<file path="src/rtl/phlp_pkg.sv">
// Package with shared types and constants for the packet header length parser.
`timescale 1ns / 1ps

package phlp_pkg;

   // Ethernet types and IP protocol numbers recognized by the parser.
   localparam logic [15:0] TYPE_VLAN = 16'h8100;
   localparam logic [15:0] TYPE_IPV4 = 16'h0800;
   localparam logic [15:0] TYPE_IPV6 = 16'h86DD;
   localparam logic [7:0]  PROTO_TCP = 8'd6;
   localparam logic [7:0]  PROTO_UDP = 8'd17;

   // Fixed header sizes in bytes, header field byte positions and the byte index limit.
   localparam logic [4:0] L2_PLAIN_BYTES  = 5'd14;
   localparam logic [4:0] L2_VLAN_BYTES   = 5'd18;
   localparam logic [5:0] IPV6_HDR_BYTES  = 6'd40;
   localparam logic [8:0] IPV4_MIN_BYTES  = 9'd20;
   localparam logic [8:0] TCP_MIN_BYTES   = 9'd20;
   localparam logic [8:0] UDP_HDR_BYTES   = 9'd8;
   localparam logic [7:0] IPV4_PROTO_POS  = 8'd9;
   localparam logic [7:0] IPV6_NEXT_POS   = 8'd6;
   localparam logic [7:0] TCP_OFFSET_POS  = 8'd12;
   localparam logic [7:0] TYPE_HI_POS     = 8'd12;
   localparam logic [7:0] TYPE_LO_POS     = 8'd13;
   localparam logic [7:0] INNER_HI_POS    = 8'd16;
   localparam logic [7:0] INNER_LO_POS    = 8'd17;
   localparam logic [7:0] BYTE_INDEX_MAX  = 8'd255;

   // Per-frame parse state.
   typedef struct packed {
      logic [7:0]  byte_index;
      logic [4:0]  l2_length;
      logic [15:0] ether_kind;
      logic [5:0]  l3_header_bytes;
      logic [7:0]  l4_protocol;
      logic [5:0]  tcp_header_bytes;
   } parse_state_type;

   localparam parse_state_type STATE_CLEAR = '{
      byte_index:       8'd0,
      l2_length:        L2_PLAIN_BYTES,
      ether_kind:       16'd0,
      l3_header_bytes:  6'd0,
      l4_protocol:      8'd0,
      tcp_header_bytes: 6'd0
   };

   // One parse result.
   typedef struct packed {
      logic [7:0] header_length;
      logic       tcp_found;
      logic [6:0] tcp_offset;
   } parse_result_type;

endpackage

</file>
<file path="src/rtl/phlp_tracker.sv">
// Frame byte tracker: holds the parse state and captures header fields by position.
`timescale 1ns / 1ps

module phlp_tracker (
   input  logic                     clock,
   input  logic                     reset,
   input  logic                     byte_advance,
   input  logic [7:0]               data_byte,
   input  logic                     last_byte,
   output phlp_pkg::parse_state_type state_next
);

   phlp_pkg::parse_state_type state_ff;
   phlp_pkg::parse_state_type state_in;

   logic [7:0] pos;
   logic [7:0] l2_wide;
   logic [7:0] tcp_pos;
   logic       is_ip;

   // Field capture for the current byte, based on its position in the frame.
   always_comb begin
      state_next = state_ff;
      pos        = state_ff.byte_index;

      if (pos == phlp_pkg::TYPE_HI_POS) begin
         state_next.ether_kind[15:8] = data_byte;
      end else if (pos == phlp_pkg::TYPE_LO_POS) begin
         state_next.ether_kind[7:0] = data_byte;
         if ({state_ff.ether_kind[15:8], data_byte} == phlp_pkg::TYPE_VLAN) begin
            state_next.l2_length = phlp_pkg::L2_VLAN_BYTES;
         end
      end else if (state_ff.l2_length == phlp_pkg::L2_VLAN_BYTES &&
                   pos == phlp_pkg::INNER_HI_POS) begin
         state_next.ether_kind[15:8] = data_byte;
      end else if (state_ff.l2_length == phlp_pkg::L2_VLAN_BYTES &&
                   pos == phlp_pkg::INNER_LO_POS) begin
         state_next.ether_kind[7:0] = data_byte;
      end

      is_ip   = (state_next.ether_kind == phlp_pkg::TYPE_IPV4) ||
                (state_next.ether_kind == phlp_pkg::TYPE_IPV6);
      l2_wide = {3'b000, state_next.l2_length};
      tcp_pos = l2_wide + {2'b00, state_ff.l3_header_bytes} + phlp_pkg::TCP_OFFSET_POS;

      if (is_ip && pos >= l2_wide) begin
         if (pos == l2_wide) begin
            if (state_next.ether_kind == phlp_pkg::TYPE_IPV4) begin
               state_next.l3_header_bytes = {data_byte[3:0], 2'b00};
            end else begin
               state_next.l3_header_bytes = phlp_pkg::IPV6_HDR_BYTES;
            end
         end else begin
            if (state_next.ether_kind == phlp_pkg::TYPE_IPV4 &&
                pos == l2_wide + phlp_pkg::IPV4_PROTO_POS) begin
               state_next.l4_protocol = data_byte;
            end
            if (state_next.ether_kind == phlp_pkg::TYPE_IPV6 &&
                pos == l2_wide + phlp_pkg::IPV6_NEXT_POS) begin
               state_next.l4_protocol = data_byte;
            end
            if (pos == tcp_pos) begin
               state_next.tcp_header_bytes = {data_byte[7:4], 2'b00};
            end
         end
      end

      // Saturating byte count.
      if (pos != phlp_pkg::BYTE_INDEX_MAX) begin
         state_next.byte_index = pos + 8'd1;
      end
   end

   // The state clears after the last byte of each frame.
   always_comb begin
      state_in = state_ff;
      if (byte_advance) begin
         state_in = last_byte ? phlp_pkg::STATE_CLEAR : state_next;
      end
   end

   always_ff @(posedge clock) begin
      if (reset) begin
         state_ff <= phlp_pkg::STATE_CLEAR;
      end else begin
         state_ff <= state_in;
      end
   end

endmodule

</file>
<file path="src/rtl/phlp_eval.sv">
// Frame-end evaluation: checks lengths and types and forms the header length result.
`timescale 1ns / 1ps

module phlp_eval (
   input  phlp_pkg::parse_state_type  frame_state,
   output phlp_pkg::parse_result_type result
);

   logic [8:0] len;
   logic [8:0] l2;
   logic [8:0] l3_end;
   logic [8:0] total;
   logic       ok;
   logic       is_tcp;

   // All comparisons in 9 bits; the largest sum is well below 512.
   always_comb begin
      len    = {1'b0, frame_state.byte_index};
      l2     = {4'b0000, frame_state.l2_length};
      l3_end = l2 + {3'b000, frame_state.l3_header_bytes};
      total  = l3_end;
      ok     = 1'b1;
      is_tcp = 1'b0;

      if (len < 9'(phlp_pkg::L2_PLAIN_BYTES)) begin
         ok = 1'b0;
      end
      if (frame_state.l2_length == phlp_pkg::L2_VLAN_BYTES &&
          len < 9'(phlp_pkg::L2_VLAN_BYTES)) begin
         ok = 1'b0;
      end

      // Network layer type and minimum length.
      if (frame_state.ether_kind == phlp_pkg::TYPE_IPV4) begin
         if (len < l2 + phlp_pkg::IPV4_MIN_BYTES) begin
            ok = 1'b0;
         end
      end else if (frame_state.ether_kind == phlp_pkg::TYPE_IPV6) begin
         if (len < l2 + 9'(phlp_pkg::IPV6_HDR_BYTES)) begin
            ok = 1'b0;
         end
      end else begin
         ok = 1'b0;
      end

      // Transport layer header.
      if (frame_state.l4_protocol == phlp_pkg::PROTO_TCP) begin
         is_tcp = 1'b1;
         if (len < l3_end + phlp_pkg::TCP_MIN_BYTES) begin
            ok = 1'b0;
         end
         total = l3_end + {3'b000, frame_state.tcp_header_bytes};
      end else if (frame_state.l4_protocol == phlp_pkg::PROTO_UDP) begin
         total = l3_end + phlp_pkg::UDP_HDR_BYTES;
      end else begin
         ok = 1'b0;
      end

      if (len < total) begin
         ok = 1'b0;
      end

      result.header_length = ok ? total[7:0] : 8'd0;
      result.tcp_found     = ok && is_tcp;
      result.tcp_offset    = (ok && is_tcp) ? l3_end[6:0] : 7'd0;
   end

endmodule

</file>
<file path="src/rtl/packet_header_length_parser_unit.sv">
// Top level of the packet header length parser: input register, tracker, evaluation, result register.
`timescale 1ns / 1ps

// Takes one frame byte per transfer and gives one result transfer after the
// byte marked last: the header length through the TCP or UDP header (0 on a
// failed parse), a TCP flag and the TCP header offset. Each byte passes an
// input register and then the tracker's field capture; when the last byte
// moves on, the length checks load the result register. The block takes a
// byte in every cycle unless a last byte waits on a stalled result register.
// While a result waits on a stalled output, bytes of the next frame keep
// flowing until that frame's last byte reaches the input register.
module packet_header_length_parser_unit (
   input  logic       clock,
   input  logic       reset,
   input  logic       req_valid,
   output logic       req_stall,
   input  logic [7:0] req_data_byte,
   input  logic       req_last_byte,
   output logic       rsp_valid,
   input  logic       rsp_stall,
   output logic [7:0] rsp_header_length,
   output logic       rsp_tcp_found,
   output logic [6:0] rsp_tcp_offset
);

   logic       in_valid_ff;
   logic       in_valid_in;
   logic [7:0] in_data_ff;
   logic [7:0] in_data_in;
   logic       in_last_ff;
   logic       in_last_in;

   logic       out_valid_ff;
   logic       out_valid_in;
   phlp_pkg::parse_result_type out_result_ff;
   phlp_pkg::parse_result_type out_result_in;

   phlp_pkg::parse_state_type  frame_state;
   phlp_pkg::parse_result_type eval_result;

   logic out_free;
   logic byte_advance;
   logic req_transfer;

   // A registered byte moves on unless it ends a frame and the result slot is full and stalled.
   assign out_free     = !out_valid_ff || !rsp_stall;
   assign byte_advance = in_valid_ff && (!in_last_ff || out_free);
   assign req_stall    = in_valid_ff && !byte_advance;
   assign req_transfer = req_valid && !req_stall;

   // Input register.
   always_comb begin
      in_valid_in = in_valid_ff;
      in_data_in  = in_data_ff;
      in_last_in  = in_last_ff;
      if (req_transfer) begin
         in_valid_in = 1'b1;
         in_data_in  = req_data_byte;
         in_last_in  = req_last_byte;
      end else if (byte_advance) begin
         in_valid_in = 1'b0;
      end
   end

   always_ff @(posedge clock) begin
      if (reset) begin
         in_valid_ff <= 1'b0;
      end else begin
         in_valid_ff <= in_valid_in;
      end
      in_data_ff <= in_data_in;
      in_last_ff <= in_last_in;
   end

   phlp_tracker u_tracker (
      .clock        (clock),
      .reset        (reset),
      .byte_advance (byte_advance),
      .data_byte    (in_data_ff),
      .last_byte    (in_last_ff),
      .state_next   (frame_state)
   );

   phlp_eval u_eval (
      .frame_state (frame_state),
      .result      (eval_result)
   );

   // Result register, loaded when the last byte of a frame moves on.
   always_comb begin
      out_valid_in  = out_valid_ff;
      out_result_in = out_result_ff;
      if (byte_advance && in_last_ff) begin
         out_valid_in  = 1'b1;
         out_result_in = eval_result;
      end else if (!rsp_stall) begin
         out_valid_in = 1'b0;
      end
   end

   always_ff @(posedge clock) begin
      if (reset) begin
         out_valid_ff <= 1'b0;
      end else begin
         out_valid_ff <= out_valid_in;
      end
      out_result_ff <= out_result_in;
   end

   assign rsp_valid         = out_valid_ff;
   assign rsp_header_length = out_result_ff.header_length;
   assign rsp_tcp_found     = out_result_ff.tcp_found;
   assign rsp_tcp_offset    = out_result_ff.tcp_offset;

endmodule
</file>
<file path="config.mk">
export PLATFORM = sky130hd
export DESIGN_NAME = packet_header_length_parser_unit
export DESIGN_NICKNAME = d
export VERILOG_FILES = /design/src/rtl/phlp_pkg.sv /design/src/rtl/phlp_tracker.sv /design/src/rtl/phlp_eval.sv /design/src/rtl/packet_header_length_parser_unit.sv
export SDC_FILE = /design/constraint.sdc
export NUM_CORES = 1
export LEC_CHECK = 0
export BUFFER_PORTS_ARGS = -buffer_cell sky130_fd_sc_hd__clkbuf_2
export CORE_MARGIN = 1
export CORE_UTILIZATION = 45
export CTS_CLUSTER_DIAMETER = 40
export DETAILED_ROUTE_END_ITERATION = 12
export GPL_TIMING_DRIVEN = 1
export MAX_ROUTING_LAYER = met4
export PLACE_DENSITY = 0.73
export SYNTH_ARGS = -nofsm -noshare
export SYNTH_HDL_FRONTEND = slang
export SYNTH_HIERARCHICAL = 1
export SYNTH_SLANG_ARGS = --single-unit
</file>
<file path="constraint.sdc">
create_clock -name clock -period 17.83 [get_ports clock]
set_input_delay 3.566 -clock clock [delete_from_list [all_inputs] [get_ports clock]]
set_output_delay 3.566 -clock clock [all_outputs]
set_load 0.01 [all_outputs]
</file>
==> results of run 1 <==
layer usage:
layer,global-route usage,part of all wire,vias to the layer above
met5,-,0,-
met4,0.118,0.031,0
met3,0.0499,0.054,49
met2,0.407,0.47,193
met1,0.304,0.44,2742
li1,-,-,2720
report_power, final:
part	internal, mW	total, mW	switching (mW)
clock network	0.0977	0.181	0.0834
logic	0.00487	0.0167	0.0118
registers	0.181	0.185	0.00359
worst paths after layout:
path,end,slack (ps),cells past startpoint
max reg2reg,rsp_header_length[4]$_DFFE_PP_,9520,28
max,rsp_header_length[4]$_DFFE_PP_,9520,28
min,u_tracker/state_ff[0]$_SDFFE_PP0P_,470,1
min reg2reg,u_tracker/state_ff[0]$_SDFFE_PP0P_,470,1
sequential cells by signal (all words and copies together), names as in the netlist:
signal and count:
in_data_ff 8, u_tracker/state_ff 41, rsp_tcp_found 1, rsp_header_length 8, in_last_ff 1, u_tracker/pos 8
rsp_tcp_offset 7, rsp_valid 1, in_valid_ff 1
cell usage after synthesis, types with 13 or more instances:
cell,number
ha_1,58
nand2_1,58
dfxtp_1,51
nor2_1,50
inv_1,40
a21oi_1,28
a22oi_1,26
edfxtp_1,25
o21ai_0,24
clkbuf_1,23
nand3_1,23
xnor2_1,21
o211ai_1,18
nor3_1,17
a21o_1,16
and2_1,16
mux2_2,15
nand4_1,13
metrics by stage:
stage / worst slack (ps) / cell area (um^2) / std cells
global placement: 9840 / 6520 / 893
detailed placement: 9620 / 6520 / 893
CTS: 9580 / 6810 / 909
finish: 9520 / 6820 / 910
global route: 8890 / 6820 / 910
floorplan: 10480 / 6260 / 714
layout make-up:
type | instances | area (um^2) | area share
Multi-Input combinational cell | 564 | 4190 | 0.614
Sequential cell | 76 | 1770 | 0.260
Clock buffer | 9 | 225 | 0.0330
Tap cell | 176 | 220 | 0.0323
Timing Repair Buffer | 35 | 188 | 0.0275
Inverter | 42 | 158 | 0.0231
Clock inverter | 7 | 65.1 | 0.00955
Antenna cell | 1 | 2.50 | 0.000367
logic make-up (layout without fill, tap and decap cells):
group,Yosys count,after routing,share of synthesized area
simple gates,253,253,0.224
compound gates,191,191,0.226
xor+xnor,33,33,0.0462
fa+ha+maj,61,61,0.125
flops,76,76,0.283
buf+inv,74,93,0.0487
other cells,1,2,0.000599
mux,25,25,0.0462
==> flow_metrics.tcl, run 1 <==
set metrics [dict create \
    outcome "finished, final reports clean" \
    cts_hold_buf 0 \
    syn_inst 714 \
    ioPinCount 31 \
    area_delta_synth_final_pct 8.83 \
    final_nets 802 \
    cts_resized 0 \
    synth_ff_type "dfxtp_1" \
    final_util 0.509 \
    cap_violations 0 \
    crit_fanout 16 \
    worstPathBufferInverterCount 2 \
    synth_cell_types 82 \
    wl_per_cell_um 18.8 \
    htreeDepth 3 \
    cts_buffers 9 \
    peakVddDrop_mv 0.0672 \
    syn_area_per_cell_um2 8.77 \
    power_mw 0.383 \
    fmax_mhz 120 \
    reg2reg_from "u_tracker/pos[1]$_SDFFE_PP0P_" \
    drc 0 \
    setup_viol 0 \
    async_flop_share 0 \
    initial_core_util 0.467 \
    period_needed_ps 8310 \
    slowest_stage "nand4b_1" \
    cp.arrival_ps 8440 \
    grt_pass1_vias 5568 \
    worst_pin_slew_ps 1180 \
    rsz0062_at_grt "no" \
    gp_congestion 1.01 \
    grt_pass1_wl_um 27900 \
    syn-num-nets 788 \
    ys_warn_count 6 \
    core_um2 13400 \
    clk_pin_slew_worst_paths_ps 70 \
    cp-startpoint "u_tracker/pos[1]$_SDFFE_PP0P_" \
    clock-sinks 76 \
    fin_setup_tns_ps 0 \
    finalHoldViolCount 0 \
    synth_area_leader_cell "dfxtp_1" \
    rows 42 \
    max_stage_delay_ps 640 \
    die_x_um 120 \
    skew_ps 10.7 \
    drive_gt1_frac 0.141 \
    slew_headroom 0.213 \
    synth_top_area_frac 0.163 \
    vias_per_cell 6.27 \
    crit_path_frequent_cell "ha_1" \
    worstSetupStartpointType "flip-flop" \
    criticalPathCategory "reg -> reg" \
    path_delay_family "simple AND/OR/NAND/NOR gates" \
    drt_iter0_drc 450 \
    die_y_um 120 \
    antenna_found_initial 1 \
    ant_nets 0 \
    power.density_nw_per_um2 56.2 \
    clockRootBuffer "clkbuf_16" \
    synth_edf_count 25 \
    cts.path.max_buffers 2 \
    netlist_area_um2 6260 \
    ys_seq_area_frac 0.283 \
    hp-class "reg -> reg" \
    required_ps 17970 \
    dp_hpwl_um 12800 \
    synth_area_leaders "dfxtp_1 (16%), edfxtp_1 (12%), ha_1 (12%)" \
    fin_crit_sh 0.466 \
    drt-total-wl_um 17100 \
    layout_common_cells "nand2_1 (58), ha_1 (58), dfxtp_1 (51)" \
    first_pass_iters 5 \
    postCtsSetupRepairBufs 0 \
    report.final.slew_viol_count 0 \
    io_buffers 30 \
    clkLatencyLatePin_ps 360 \
    overflow 0 \
    timing.hold.ws_ps 470 \
    ys_ff_latch 76 \
    min_from "u_tracker/state_ff[0]$_SDFFE_PP0P_" \
    vias 5704 \
    cts_tree "done" \
    nFillCells 1254 \
    fp.dieArea_um2 14400 \
    cp-end-kind "flip-flop" \
    grt_usage 0.253 \
    grt_max_degree 35 \
    p_leak_nw 2.69 \
]
(Power assumes the default switching activity.)
==> inputs of run 2 (changes only) <==
--- a/config.mk
+++ b/config.mk
@@ -12,7 +12,7 @@
 export DETAILED_ROUTE_END_ITERATION = 12
 export GPL_TIMING_DRIVEN = 1
 export MAX_ROUTING_LAYER = met4
-export PLACE_DENSITY = 0.73
+export PLACE_DENSITY = 0.75
 export SYNTH_ARGS = -nofsm -noshare
 export SYNTH_HDL_FRONTEND = slang
 export SYNTH_HIERARCHICAL = 1
==> constraint.sdc (replaced) <==
create_clock -name clock -period 7.25 [get_ports clock]
set_input_delay 1.45 -clock clock [delete_from_list [all_inputs] [get_ports clock]]
set_output_delay 1.45 -clock clock [all_outputs]
set_load 0.01 [all_outputs]
==> run 2 against run 1 <==
Critical path depth is 4 lower; register-to-register slack worse by 9200 ps; clock power is 140% higher; fmax is 19% higher; global-route usage is 0.74 points lower; hold slack worse by 0.55 ps; clock-buffer cell count is 1 higher; highest routed layer unchanged; largest power group unchanged.
==> flow_metrics.tcl, run 2 (synthesis results as in run 1) <==
set metrics [dict create \
    first_pass_iters 6 \
    slowest_stage "edfxtp_1" \
    area_delta_synth_final_pct 13.7 \
    place_ws_ps 52.1 \
    max_stage_delay_ps 500 \
    cts_buffers 9 \
    path_delay_family "simple AND/OR/NAND/NOR gates" \
    outcome "finished, final reports clean" \
    period_needed_ps 6960 \
    grt_pass1_wl_um 26900 \
    worst-path-stages 24 \
    peakVddDrop_mv 0.145 \
    worstPathBufferInverterCount 0 \
    min_from "u_tracker/state_ff[0]$_SDFFE_PP0P_" \
    drt-total-wl_um 16800 \
    fin_area_um2 7120 \
    htreeDepth 3 \
    layout_common_cells "nand2_1 (58), ha_1 (57), dfxtp_1 (51)" \
    cp-end-kind "flip-flop" \
    drc 0 \
    cts.path.max_buffers 2 \
    slew_headroom 0.151 \
    fin_crit_sh 0.960 \
    diodes 0 \
    vias 5832 \
    final_util 0.531 \
    setup_viol 0 \
    placed_area_um2 6740 \
    clkLatencyLatePin_ps 340 \
    reg2reg_depth 24 \
    layout_setup_ws_ps 293 \
    cts_tree "done" \
    finalHoldViolCount 0 \
    timing.hold.ws_ps 470 \
    worst_pin_slew_ps 1270 \
    ant_nets 0 \
    required_ps 7390 \
    grt_usage 0.245 \
    mostFrequentLayoutCell "nand2_1" \
    dp_cells 922 \
    antenna_found_initial 0 \
    multi_input_area_um2 4260 \
    grt_pass1_vias 5374 \
    cp-startpoint "in_data_ff[2]$_DFFE_PP_" \
    cap_violations 0 \
    reg2reg_from "in_data_ff[2]$_DFFE_PP_" \
    regMostFlops "u_tracker/state_ff" \
    clk_pin_slew_worst_paths_ps 60 \
    cts_hold_buf 0 \
    ioPinCount 31 \
    drive_gt1_frac 0.187 \
    fin_cells 941 \
    rows 42 \
    initial_core_util 0.467 \
    grt_max_degree 34 \
    die_y_um 120 \
    die_x_um 120 \
    largest_reg_flops 41 \
    hp-class "reg -> reg" \
    path_cells "nor4_2 -> nand4_1 -> or2_4 -> and2_2 -> ha_1 -> a21oi_1 -> xnor2_1 -> o21ai_0 -> nand4b_1 -> nor3_1 -> nand4b_1 -> a21o_2 -> mux2_2 -> nor4bb_1 -> and2_2 -> nand2_1 -> or3b_2 -> a21o_1 -> ha_1 -> o211a_1 -> a211oi_1 -> a211o_1 -> a311o_4 -> a2111oi_4" \
    vias_per_cell 6.20 \
    nFillCells 1249 \
    overflow 0 \
    final_nets 834 \
    report.final.slew_viol_count 0 \
    io_buffers 30 \
    fp.dieArea_um2 14400 \
    gp_congestion 1.01 \
    wl_per_cell_um 17.9 \
    core_um2 13400 \
    power_mw 0.937 \
    power.density_nw_per_um2 132 \
    worstSetupStartpointType "flip-flop" \
    drt_iter0_drc 530 \
    crit_fanout 14 \
    dp_hpwl_um 12600 \
    seq_area_um2 1770 \
    cp.arrival_ps 7100 \
    min_path_cells 1 \
    clockRootBuffer "clkbuf_16" \
    criticalPathCategory "reg -> reg" \
    fmax_mhz 144 \
    p_leak_nw 2.86 \
    skew_ps 3.16 \
    clock-sinks 76 \
    fin_setup_tns_ps 0 \
]
## run 2: final timing paths
check                                        to  slack, ps
max reg2reg      rsp_header_length[7]$_DFFE_PP_        290
max              rsp_header_length[7]$_DFFE_PP_        290
min reg2reg  u_tracker/state_ff[0]$_SDFFE_PP0P_        470
min          u_tracker/state_ff[0]$_SDFFE_PP0P_        470
## run 2: timing repair
item	CTS	global route
pin swaps	0	3
setup endpoints to repair	1	16
setup buffers	0	3
gates resized for setup	1	16
## run 2: cell type report
cell class,count,area share
clock buffers,10,0.0322
clock inverters,6,0.00791
inverters,42,0.0221
multi-input cells,564,0.598
flip-flops and latches,76,0.249
well taps,176,0.0309
repair buffers,67,0.0606
## run 2: routing by layer
| layer | up-vias | track usage | share of wire |
|---|---|---|---|
| met5 | - | - | 0 |
| met4 | 0 | 0.0922 | 0.027 |
| met3 | 42 | 0.0532 | 0.070 |
| met2 | 238 | 0.387 | 0.47 |
| met1 | 2773 | 0.306 | 0.43 |
| li1 | 2779 | - | - |
## run 2: power by group
group / leakage [nW] / switching (mW) / internal (mW)
Combinational: 2.09 / 0.0338 / 0.0150
Clock: 0.141 / 0.172 / 0.263
Sequential: 0.626 / 0.00599 / 0.447
## run 2: worst register-to-register path: stages (launching register included)
cell	delay (ps)
edfxtp_1	500
nor4_2	350
nand4_1	170
or2_4	310
and2_2	260
ha_1	230
a21oi_1	230
xnor2_1	90
o21ai_0	270
nand4b_1	140
nor3_1	340
nand4b_1	160
a21o_2	370
mux2_2	330
nor4bb_1	420
and2_2	300
nand2_1	100
or3b_2	500
a21o_1	180
ha_1	310
o211a_1	160
a211oi_1	40
a211o_1	280
a311o_4	400
a2111oi_4	330
